<file path="config.mk">
export PLATFORM = sky130hd
export DESIGN_NAME = rc4_keystream_cipher_core
export DESIGN_NICKNAME = d
export VERILOG_FILES = /design/src/rtl/rc4_pkg.sv /design/src/rtl/rc4_perm_ram.sv /design/src/rtl/rc4_seq.sv /design/src/rtl/rc4_keystream_cipher_core.sv
export SDC_FILE = /design/constraint.sdc
export NUM_CORES = 2
export LEC_CHECK = 0
export ABC_AREA = 1
export BUFFER_PORTS_ARGS = -buffer_cell sky130_fd_sc_hd__buf_2
export CORE_ASPECT_RATIO = 1.5
export CORE_UTILIZATION = 62
export DETAILED_ROUTE_END_ITERATION = 12
export PLACE_DENSITY = 0.78
export SLEW_MARGIN = 30
export SYNTH_ARGS = -nofsm -noshare
export SYNTH_HDL_FRONTEND = slang
export SYNTH_HIERARCHICAL = 1
export SYNTH_SLANG_ARGS = --single-unit
</file>
<file path="constraint.sdc">
create_clock -name clk_i -period 13.42 [get_ports clk_i]
set_input_delay 1.342 -clock clk_i [delete_from_list [all_inputs] [get_ports clk_i]]
set_output_delay 1.342 -clock clk_i [all_outputs]
set_load 0.02 [all_outputs]
</file>
<file path="src/rtl/rc4_pkg.sv">
// Shared types and constants for the RC4 keystream cipher core.
package rc4_pkg;

  localparam int PermDepth   = 256;
  localparam int AddrW       = 8;
  localparam int ByteW       = 8;
  localparam int MaxKeyBytes = 16;
  localparam int RegKeyBytes = 16;
  localparam int KeyCap      = (MaxKeyBytes < RegKeyBytes) ? MaxKeyBytes : RegKeyBytes;
  localparam int KeyLenW     = 5;
  localparam int KeyIdxW     = 4;
  localparam int KeyW        = RegKeyBytes * ByteW;
  localparam int CfgIdxW     = 2;
  localparam int CfgDataW    = 64;

  // Configuration register indexes
  localparam logic [CfgIdxW-1:0] CfgKeyLength   = 2'd0;
  localparam logic [CfgIdxW-1:0] CfgKeyLowWord  = 2'd1;
  localparam logic [CfgIdxW-1:0] CfgKeyHighWord = 2'd2;

  // Sequencer states
  typedef enum logic [3:0] {
    StIdle,
    StFill,
    StKsRdN,
    StKsRdJ,
    StKsWrN,
    StKsWrJ,
    StPrgIssue,
    StPrgRdJ,
    StPrgWrI,
    StPrgWrJ,
    StOut
  } rc4_state_e;

  // One access slot of the permutation RAM
  typedef struct packed {
    logic             we;
    logic [AddrW-1:0] waddr;
    logic [ByteW-1:0] wdata;
    logic [AddrW-1:0] raddr;
  } mem_req_t;

  // Key material as seen by the sequencer
  typedef struct packed {
    logic [KeyLenW-1:0] len;
    logic [KeyW-1:0]    key;
  } key_cfg_t;

endpackage

</file>
<file path="src/rtl/rc4_perm_ram.sv">
// 256 x 8 permutation RAM, one write port and one registered read port.
module rc4_perm_ram (
  input  logic                     clk_i,
  input  rc4_pkg::mem_req_t        mem_req_i,
  output logic [rc4_pkg::ByteW-1:0] rdata_o
);
  import rc4_pkg::*;

  logic [ByteW-1:0] mem_q [PermDepth];
  logic [ByteW-1:0] rdata_q;

  // Write port
  always_ff @(posedge clk_i) begin
    if (mem_req_i.we) begin
      mem_q[mem_req_i.waddr] <= mem_req_i.wdata;
    end
  end

  // Read port, old data on a same-address write
  always_ff @(posedge clk_i) begin
    rdata_q <= mem_q[mem_req_i.raddr];
  end

  assign rdata_o = rdata_q;

endmodule

</file>
<file path="src/rtl/rc4_seq.sv">
// Sequencer: key schedule, keystream generation and output register.
module rc4_seq (
  input  logic                      clk_i,
  input  logic                      rst_ni,
  input  logic                      in_valid_i,
  output logic                      in_ready_o,
  input  logic [rc4_pkg::ByteW-1:0] in_byte_i,
  input  logic                      start_of_message_i,
  output logic                      out_valid_o,
  input  logic                      out_ready_i,
  output logic [rc4_pkg::ByteW-1:0] out_byte_o,
  input  rc4_pkg::key_cfg_t         key_cfg_i,
  output rc4_pkg::mem_req_t         mem_req_o,
  input  logic [rc4_pkg::ByteW-1:0] mem_rdata_i
);
  import rc4_pkg::*;

  rc4_state_e         state_q, state_d;
  logic [AddrW-1:0]   i_q, i_d;
  logic [AddrW-1:0]   j_q, j_d;
  logic [AddrW-1:0]   n_q, n_d;
  logic [KeyIdxW-1:0] kidx_q, kidx_d;
  logic               sched_q, sched_d;
  logic               out_valid_q, out_valid_d;
  logic [ByteW-1:0]   out_byte_q, out_byte_d;
  logic [ByteW-1:0]   si_q, si_d;
  logic [ByteW-1:0]   sj_q, sj_d;
  logic [AddrW-1:0]   t_q, t_d;
  logic [ByteW-1:0]   data_q, data_d;
  logic [ByteW-1:0]   ks_q, ks_d;

  logic               in_fire;
  logic               out_free;
  logic [ByteW-1:0]   key_byte;
  logic [KeyIdxW-1:0] kidx_next;
  logic [AddrW-1:0]   j_new;
  logic [ByteW-1:0]   ks_fwd;

  assign in_ready_o = (state_q == StIdle);
  assign in_fire    = in_valid_i && in_ready_o;
  assign out_free   = !out_valid_q || out_ready_i;

  // Key byte n mod len, and the cyclic key index
  assign key_byte  = key_cfg_i.key[{kidx_q, 3'b000} +: ByteW];
  assign kidx_next = (({1'b0, kidx_q} + KeyLenW'(1)) == key_cfg_i.len) ? '0
                                                                       : kidx_q + KeyIdxW'(1);

  // Keystream read issued with the S[i] write: patch up the swapped entries
  always_comb begin
    priority if (t_q == j_q) begin
      ks_fwd = si_q;
    end else if (t_q == i_q) begin
      ks_fwd = sj_q;
    end else begin
      ks_fwd = mem_rdata_i;
    end
  end

  // Next state, datapath and RAM requests
  always_comb begin
    state_d     = state_q;
    i_d         = i_q;
    j_d         = j_q;
    n_d         = n_q;
    kidx_d      = kidx_q;
    sched_d     = sched_q;
    si_d        = si_q;
    sj_d        = sj_q;
    t_d         = t_q;
    data_d      = data_q;
    ks_d        = ks_q;
    out_byte_d  = out_byte_q;
    out_valid_d = out_valid_q && !out_ready_i;
    j_new       = '0;
    mem_req_o   = '0;

    unique case (state_q)
      StIdle: begin
        if (in_fire) begin
          data_d = in_byte_i;
          if (start_of_message_i || !sched_q) begin
            n_d     = '0;
            state_d = StFill;
          end else begin
            i_d             = i_q + AddrW'(1);
            mem_req_o.raddr = i_q + AddrW'(1);
            state_d         = StPrgRdJ;
          end
        end
      end

      // Identity permutation, one entry a cycle
      StFill: begin
        mem_req_o.we    = 1'b1;
        mem_req_o.waddr = n_q;
        mem_req_o.wdata = n_q;
        n_d             = n_q + AddrW'(1);
        if (n_q == '1) begin
          j_d     = '0;
          kidx_d  = '0;
          state_d = StKsRdN;
        end
      end

      // Key schedule: read S[n]
      StKsRdN: begin
        mem_req_o.raddr = n_q;
        state_d         = StKsRdJ;
      end

      // Key schedule: j += S[n] + key, read S[j]
      StKsRdJ: begin
        si_d            = mem_rdata_i;
        j_new           = j_q + mem_rdata_i + key_byte;
        j_d             = j_new;
        mem_req_o.raddr = j_new;
        state_d         = StKsWrN;
      end

      // Key schedule: S[n] = S[j]
      StKsWrN: begin
        mem_req_o.we    = 1'b1;
        mem_req_o.waddr = n_q;
        mem_req_o.wdata = mem_rdata_i;
        state_d         = StKsWrJ;
      end

      // Key schedule: S[j] = old S[n]
      StKsWrJ: begin
        mem_req_o.we    = 1'b1;
        mem_req_o.waddr = j_q;
        mem_req_o.wdata = si_q;
        n_d             = n_q + AddrW'(1);
        kidx_d          = kidx_next;
        if (n_q == '1) begin
          i_d     = '0;
          j_d     = '0;
          sched_d = 1'b1;
          state_d = StPrgIssue;
        end else begin
          state_d = StKsRdN;
        end
      end

      // Keystream: i += 1, read S[i]
      StPrgIssue: begin
        i_d             = i_q + AddrW'(1);
        mem_req_o.raddr = i_q + AddrW'(1);
        state_d         = StPrgRdJ;
      end

      // Keystream: j += S[i], read S[j]
      StPrgRdJ: begin
        si_d            = mem_rdata_i;
        j_new           = j_q + mem_rdata_i;
        j_d             = j_new;
        mem_req_o.raddr = j_new;
        state_d         = StPrgWrI;
      end

      // Keystream: S[i] = S[j], read S[S[i] + S[j]]
      StPrgWrI: begin
        sj_d            = mem_rdata_i;
        mem_req_o.we    = 1'b1;
        mem_req_o.waddr = i_q;
        mem_req_o.wdata = mem_rdata_i;
        t_d             = si_q + mem_rdata_i;
        mem_req_o.raddr = si_q + mem_rdata_i;
        state_d         = StPrgWrJ;
      end

      // Keystream: S[j] = old S[i], keystream byte ready
      StPrgWrJ: begin
        mem_req_o.we    = 1'b1;
        mem_req_o.waddr = j_q;
        mem_req_o.wdata = si_q;
        ks_d            = ks_fwd;
        if (out_free) begin
          out_byte_d  = data_q ^ ks_fwd;
          out_valid_d = 1'b1;
          state_d     = StIdle;
        end else begin
          state_d = StOut;
        end
      end

      // Hold until the output register frees up
      StOut: begin
        if (out_free) begin
          out_byte_d  = data_q ^ ks_q;
          out_valid_d = 1'b1;
          state_d     = StIdle;
        end
      end

      default: begin
        state_d = StIdle;
      end
    endcase
  end

  // Control registers
  always_ff @(posedge clk_i or negedge rst_ni) begin
    if (!rst_ni) begin
      state_q     <= StIdle;
      i_q         <= '0;
      j_q         <= '0;
      n_q         <= '0;
      kidx_q      <= '0;
      sched_q     <= 1'b0;
      out_valid_q <= 1'b0;
    end else begin
      state_q     <= state_d;
      i_q         <= i_d;
      j_q         <= j_d;
      n_q         <= n_d;
      kidx_q      <= kidx_d;
      sched_q     <= sched_d;
      out_valid_q <= out_valid_d;
    end
  end

  // Payload registers
  always_ff @(posedge clk_i) begin
    si_q       <= si_d;
    sj_q       <= sj_d;
    t_q        <= t_d;
    data_q     <= data_d;
    ks_q       <= ks_d;
    out_byte_q <= out_byte_d;
  end

  assign out_valid_o = out_valid_q;
  assign out_byte_o  = out_byte_q;

endmodule

</file>
<file path="src/rtl/rc4_keystream_cipher_core.sv">
// RC4 keystream cipher core: one message byte per item, XORed with the keystream.
// One item at a time: a new byte is taken only in StIdle, once the last result is registered; the pace is set by
//   three dependent reads of the permutation RAM (S[i], S[j], S[S[i]+S[j]]) and the swap.
// Start-of-message items, and the first item after reset, first fill the identity over 256
//   entries, run the key schedule over 256 entries and issue the S[i] read in StPrgIssue.
// Reset (rst_ni, async, active low) clears indices, scheduled flag, handshakes and keys.
module rc4_keystream_cipher_core (
  input  logic                         clk_i,
  input  logic                         rst_ni,
  input  logic                         in_valid_i,
  output logic                         in_ready_o,
  input  logic [rc4_pkg::ByteW-1:0]    in_byte_i,
  input  logic                         start_of_message_i,
  output logic                         out_valid_o,
  input  logic                         out_ready_i,
  output logic [rc4_pkg::ByteW-1:0]    out_byte_o,
  input  logic                         cfg_we_i,
  input  logic [rc4_pkg::CfgIdxW-1:0]  cfg_index_i,
  input  logic [rc4_pkg::CfgDataW-1:0] cfg_data_i
);
  import rc4_pkg::*;

  logic [KeyLenW-1:0]  key_length_q;
  logic [CfgDataW-1:0] key_low_q;
  logic [CfgDataW-1:0] key_high_q;
  logic [KeyLenW-1:0]  eff_len;
  key_cfg_t            key_cfg;
  mem_req_t            mem_req;
  logic [ByteW-1:0]    mem_rdata;

  // Configuration registers; unknown indexes are dropped
  always_ff @(posedge clk_i or negedge rst_ni) begin
    if (!rst_ni) begin
      key_length_q <= KeyLenW'(1);
      key_low_q    <= '0;
      key_high_q   <= '0;
    end else if (cfg_we_i) begin
      unique case (cfg_index_i)
        CfgKeyLength:   key_length_q <= cfg_data_i[KeyLenW-1:0];
        CfgKeyLowWord:  key_low_q    <= cfg_data_i;
        CfgKeyHighWord: key_high_q   <= cfg_data_i;
        default: ;
      endcase
    end
  end

  // Clamp key length to 1..KeyCap
  always_comb begin
    priority if (key_length_q == '0) begin
      eff_len = KeyLenW'(1);
    end else if (key_length_q > KeyLenW'(KeyCap)) begin
      eff_len = KeyLenW'(KeyCap);
    end else begin
      eff_len = key_length_q;
    end
  end

  assign key_cfg = {eff_len, key_high_q, key_low_q};

  rc4_seq u_seq (
    .clk_i              (clk_i),
    .rst_ni             (rst_ni),
    .in_valid_i         (in_valid_i),
    .in_ready_o         (in_ready_o),
    .in_byte_i          (in_byte_i),
    .start_of_message_i (start_of_message_i),
    .out_valid_o        (out_valid_o),
    .out_ready_i        (out_ready_i),
    .out_byte_o         (out_byte_o),
    .key_cfg_i          (key_cfg),
    .mem_req_o          (mem_req),
    .mem_rdata_i        (mem_rdata)
  );

  rc4_perm_ram u_ram (
    .clk_i     (clk_i),
    .mem_req_i (mem_req),
    .rdata_o   (mem_rdata)
  );

  // An accepted transaction keeps the block busy on the next cycle
  assert property (@(posedge clk_i) disable iff (!rst_ni)
    (in_valid_i && in_ready_o) |=> !in_ready_o)
    else $error("input accepted while previous transaction still in progress");

  // No RAM writes while waiting for input
  assert property (@(posedge clk_i) disable iff (!rst_ni)
    in_ready_o |-> !mem_req.we)
    else $error("permutation write while idle");

  // A new result only follows a cycle of work
  assert property (@(posedge clk_i) disable iff (!rst_ni)
    $rose(out_valid_o) |-> $past(!in_ready_o))
    else $error("result appeared without work in progress");

endmodule
</file>
== Word level (Yosys, flattened, before mapping) ==
Memories as Yosys holds them, arrays and structs flattened. A register that Yosys moved wholly into a read port is not among the register bits.
Cells that the tools add are included.

* $mul: 0
* Equal/unequal tests: 24
* Reduce and logical (&&, ||, !) cells: 30
* Shifts and indexed selects: 1
* Divide/modulo/power cells: 0
* Muxes and demuxes: 33
* Add/subtract/negate cells: 7
* Magnitude comparators: 1
* Bitwise operators: 2

{| class="wikitable"
|+ Operators with widths
! operator !! count
|-
| 128-bit by 8-bit indexed part select with 8-bit output || 1
|-
| 8-bit two-way mux || 11
|-
| 17-bit one-hot mux with 4 select lines || 1
|-
| 8-bit one-hot mux with 3 select lines || 2
|-
| 8-bit one-hot mux with 6 select lines || 1
|-
| 4-bit one-hot mux with 11 select lines || 1
|-
| 8-bit one-hot mux with 2 select lines || 2
|-
| 8-bit adder || 3
|-
| 4-bit two-way mux || 6
|-
| 8-bit by 1-bit adder with 8-bit output, second input constant || 2
|-
| 4-bit by 3-bit == test with 1-bit output, second input constant || 4
|-
| 8-bit == test || 2
|-
| 8-bit XOR || 2
|-
| 2-bit AND reduction || 7
|-
| 4-bit == test, second input constant || 3
|-
| 5-bit two-way mux || 2
|-
| 2-bit by 1-bit inequality test with 1-bit output, second input constant || 5
|-
| 3-bit AND reduction || 3
|-
| 4-bit by 2-bit == test with 1-bit output, second input constant || 2
|-
| 8-bit == test, second input constant || 1
|-
| 4-bit one-hot mux with 2 select lines || 1
|-
| 2-bit OR reduction || 4
|-
| 3-bit two-way mux || 2
|-
| 2-bit inequality test, second input constant || 3
|-
| 17 further kinds || 27
|}

* Register bits: 215
* Output and inout bits: 10
* Word-level logic and storage cells: 115
* Memory bits (read-only): 0
* Memories kept: 1
* Bits in latches: 0
* RAM bits: 2,048

{| class="wikitable"
|+ Memory list
! memory !! depth !! width !! read ports !! clocked after Yosys merged registers in !! wr ports !! RTL line !! text
|-
| u_ram.mem_q || 256 || 8 || 1 || 1 || 1 || rc4_perm_ram.sv:9 || <nowiki>logic [ByteW-1:0] mem_q [PermDepth];</nowiki>
|}

== Longest topological paths before layout ==
* Depth in word-level cells: 6
* Depth in mapped cells: 27
* Mapped depth without buffers: 23

== Cells and area by module ==
Netlist, hierarchy kept.

{| class="wikitable"
|+ By module, submodules not included
! module !! cells each !! sequential area each (um^2) !! area an instance (um^2) !! instances
|-
| rc4_perm_ram || 7,003 || 61,659.1 || 83,396.2 || 1
|-
| rc4_seq || 875 || 2,292.2 || 6,627.6 || 1
|-
| rc4_keystream_cipher_core || 514 || 3,329.4 || 5,561.6 || 1
|}

== Worst setup path before layout ==
Ideal clock, no wire load.

* Kind: register to register
* Start: register u_seq.state_q[3]
* End: memory u_ram.mem_q[0][0], data pin
* Data arrival time: 8.336 ns
* Stages on the path, launching flop included: 7
* Buffers on the path: 0
* Clock period less this slack: 9.966 ns
* Setup slack: 3.454 ns
* Path through: dfrtp_1 -> inv_2 -> nor2_1 -> inv_2 -> nor2_2 -> nor2_2 -> o221ai_1

{| class="wikitable"
|+ RTL lines
! what !! RTL line !! text
|-
| from (decl) || rc4_seq.sv:18 || <nowiki>rc4_state_e state_q, state_d;</nowiki>
|-
| from (signal assigned) || rc4_seq.sv:205 || <nowiki>state_q <= StIdle;</nowiki>
|-
| from (signal assigned) || rc4_seq.sv:213 || <nowiki>state_q <= state_d;</nowiki>
|-
| to (decl) || rc4_perm_ram.sv:9 ||
|}

==> out/qor.yml <==
detailed_routing:
  drtIter0Drc: 8847
  post-route-drc-count: 0
  ant_nets: 0
  vias: 65639
  firstDrtPassIters: 8
  wire_per_inst_um: 24.3
  routed_wl_um: 254000
  via_per_inst: 6.29
setup_path:
  cp.arrival_ns: 8.42
  cp-start-kind: "flop"
  worstPathRequired_ns: 14.19
  endpoint_kind: "flop"
  r2r_cells: 24
  crit_path_max_fanout: 166
  worstSetupPathType: "flop to flop"
timing:
  setup_slack_ns: 5.78
  timing.final.crit_period_ns: 7.64
  tightest_slew_ns: 1.11
  timing.final.crit_share: 0.570
  tns_ns: 0
  fin_skew_ns: 0.0258
  maxSlewHeadroom: 0.259
  drv_slew: 0
  hold_violations: 0
  setup_viol: 0
  fmax_mhz: 131
  rsz0062_at_grt: "false"
outcome:
  status: "finished, final reports clean"
grt:
  grt_pass1_wl_um: 381000
  grt_max_degree: 234
  grt_antenna_before_repair: 4
  grtUsageTotal: 0.326
  grt_pass1_vias: 63301
  gr-total-overflow: 0
power_and_ir_drop:
  p_seq_frac: 0.344
  pwr-share-clk: 0.211
  p_leak_nw: 37.4
  combPwrFrac: 0.445
  p_int_mw: 14.6
  sw_frac_of_total: 0.439
  power_density_nw_per_um2: 253
  ir_drop_v: 0.000242
  switching_power_mw: 11.4
synthesis:
  synthCells: 8392
  syn-num-nets: 8499
  synth_cell_types: 57
  synth_edf_count: 2096
  ys_seq_area_frac: 0.704
  synth.avg_cell_area_um2: 11.4
  synth-async-reset-ratio: 0.0735
  ys_seq_elements: 2271
  yosysWarnings: 6
  syn_area_um2: 95600
  synth_ff_type: "edfxtp_1"
run:
  cap_viol_max_count: 0
floorplan:
  start_util: 0.624
  io-pin-count: 90
  design.core.area_um2: 153000
  row_count: 176
  fp.dieH_um: 483
  fp.dieW_um: 323
  die_area_um2: 156000
clock_tree:
  clockBufferDepth: 3
  clock_latency_ns: 0.85
  numCtsBuffers: 191
  cts_setup_buffers: 0
  h-tree-depth: 4
  clock_sinks: 2271
  clkSlewWorstSetupHoldPaths_ns: 0.06
  cts_tree: "yes"
  postCtsHoldBufs: 0
  post_cts_resized: 0
  root_buffer: "clkbuf_16"
finish:
  stdcell_count: 10435
  layout-drive-gt1-share: 0.0769
  syn_to_final_growth_pct: 7.73
  fin_util: 0.672
  fin_nets: 8334
place:
  gp_congestion: 0.956
  portBuffers: 89
  dp_cells: 10077
  place_hpwl_um: 148000
  dp_slack_ns: 6.07
hold_path:
  hp-class: "flop to flop"
  hold_path_depth: 2
per-layer routing:
metal | vias to the layer above | wire [um] | part of all wire | track usage
met2 | 4131 | 125000 | 0.49 | 0.540
met1 | 31533 | 86200 | 0.34 | 0.402
met4 | 4 | 17300 | 0.068 | 0.201
met3 | 876 | 25900 | 0.10 | 0.0572
li1 | 29095 | - | - | -
met5 | - | 19 | 0.000075 | 0
registers in the layout (all words and copies together), names as in the netlist:
signal / flops
u_ram/mem_q: 2048
key_high_q: 64
key_low_q: 64
u_ram/rdata_o: 8
u_seq/data_q: 8
u_seq/i_q: 8
u_seq/j_q: 8
u_seq/ks_q: 8
u_seq/n_q: 8
u_seq/out_byte_o: 8
u_seq/si_q: 8
u_seq/sj_q: 8
u_seq/t_q: 8
key_length_q: 5
u_seq/kidx_q: 4
u_seq/state_q: 4
u_seq/out_valid_o: 1
u_seq/sched_q: 1
kinds of logic (layout without fill, tap and decap cells):
kind of cell	count (synthesis)	count (layout)	share of synthesized area
AND/OR/NAND/NOR	5008	5008	0.228
flip-flops	2271	2271	0.704
buffers and inverters	746	739	0.0388
AO/OA/AOI/OAI	303	303	0.0223
XOR/XNOR	36	36	0.00338
adder cells (fa/ha/maj)	27	27	0.00377
multiplexers	1	1	0.000105
other	0	3	0
power by group through the flow:
stage	registers, mW	logic (mW)	clock network, mW
floorplan	9.43	7.43	0
CTS	8.96	11.2	5.54
finish	8.96	11.6	5.50
global placement	9.10	10.9	0
detailed placement	9.11	11.2	0
global route	8.97	12.3	5.79
synth_stat cells (43+ instances only):
| library cell | number | area (um2) |
|---|---|---|
| buf_2 | 280 | 1400 |
| buf_4 | 53 | 398 |
| buf_6 | 43 | 484 |
| clkbuf_1 | 118 | 443 |
| dfrtp_1 | 166 | 4150 |
| edfxtp_1 | 2096 | 62900 |
| inv_1 | 186 | 698 |
| nand2_1 | 2473 | 9280 |
| nand3_1 | 2085 | 10400 |
| nor2_1 | 367 | 1380 |
| o21ai_0 | 55 | 275 |
| o21ai_2 | 109 | 955 |
through the flow:
step	hold slack (ns)	total power, mW	instance area [um2]
floorplan	0.422	16.9	95600
global route	0.501	27.1	103000
CTS	0.475	25.7	103000
finish	0.468	26.1	103000
global placement	0.444	20.0	96600
detailed placement	0.458	20.3	96700
area by class of cell:
cell class	count	area, um2
fillers	10728	50300
diodes	3	7.51
flip-flops and latches	2271	67300
multi-input cells	5375	24800
clock inverters	105	1030
repair buffers	178	1390
inverters	210	835
well taps	2047	2560
clock buffers	246	5070
cells in the final DEF (no fill, tap or decap), types with 9 or more instances in the layout:
cell type     n
a21oi_1      38
o221ai_1     14
xor2_1       22
o22ai_1      13
nand4_1      18
nand3_2      20
clkinv_1     50
clkbuf_1     50
xnor2_1      13
o21ai_0      55
and2_1       10
bufinv_16    18
nand2_1    2468
nor2_2       15
buf_2        88
buf_6        15
nor2_1      359
o21ai_1      24
buf_4        61
a221oi_1     10
edfxtp_1   2096
clkbuf_16   195
ha_1         24
nand3_1    2085
inv_2        19
buf_12        9
clkinv_2     20
o21ai_2     109
dfrtp_1     165
inv_1       184
final timing paths:
path,startpoint,to,slack (ns)
setup / recovery,u_seq/kidx_q[1],u_ram/rdata_o[5],5.78
max in group asynchronous,rst_ni,u_seq/kidx_q[0],11.57
setup reg to reg,u_seq/kidx_q[1],u_ram/rdata_o[5],5.78
hold reg to reg,u_seq/sched_q,u_seq/sched_q,0.47
min in group asynchronous,rst_ni,key_high_q[29],0.59
hold / removal,u_seq/sched_q,u_seq/sched_q,0.47
critical path: stages (launching register included):
cell and delay, ns:
dfrtp_1 0.84, inv_1 0.49, o21ai_0 0.21, o22ai_1 0.08, o21ai_0 0.22, nand2_1 0.17, ha_1 0.31, a22o_1 0.13
inv_1 0.08, o2111ai_4 0.07, buf_4 0.69, buf_4 0.83, buf_12 0.39, buf_16 0.46, buf_4 0.78, nand2_1 0.15
nand3_1 0.14, nand3_1 0.09, nand3_1 0.12, nand3_1 0.25, nand3_1 0.19, nand3_1 0.09, nand2_1 0.27, nand2_1 0.09
nand2_1 0.08
Note: power is estimated with default switching activity, not from simulation.
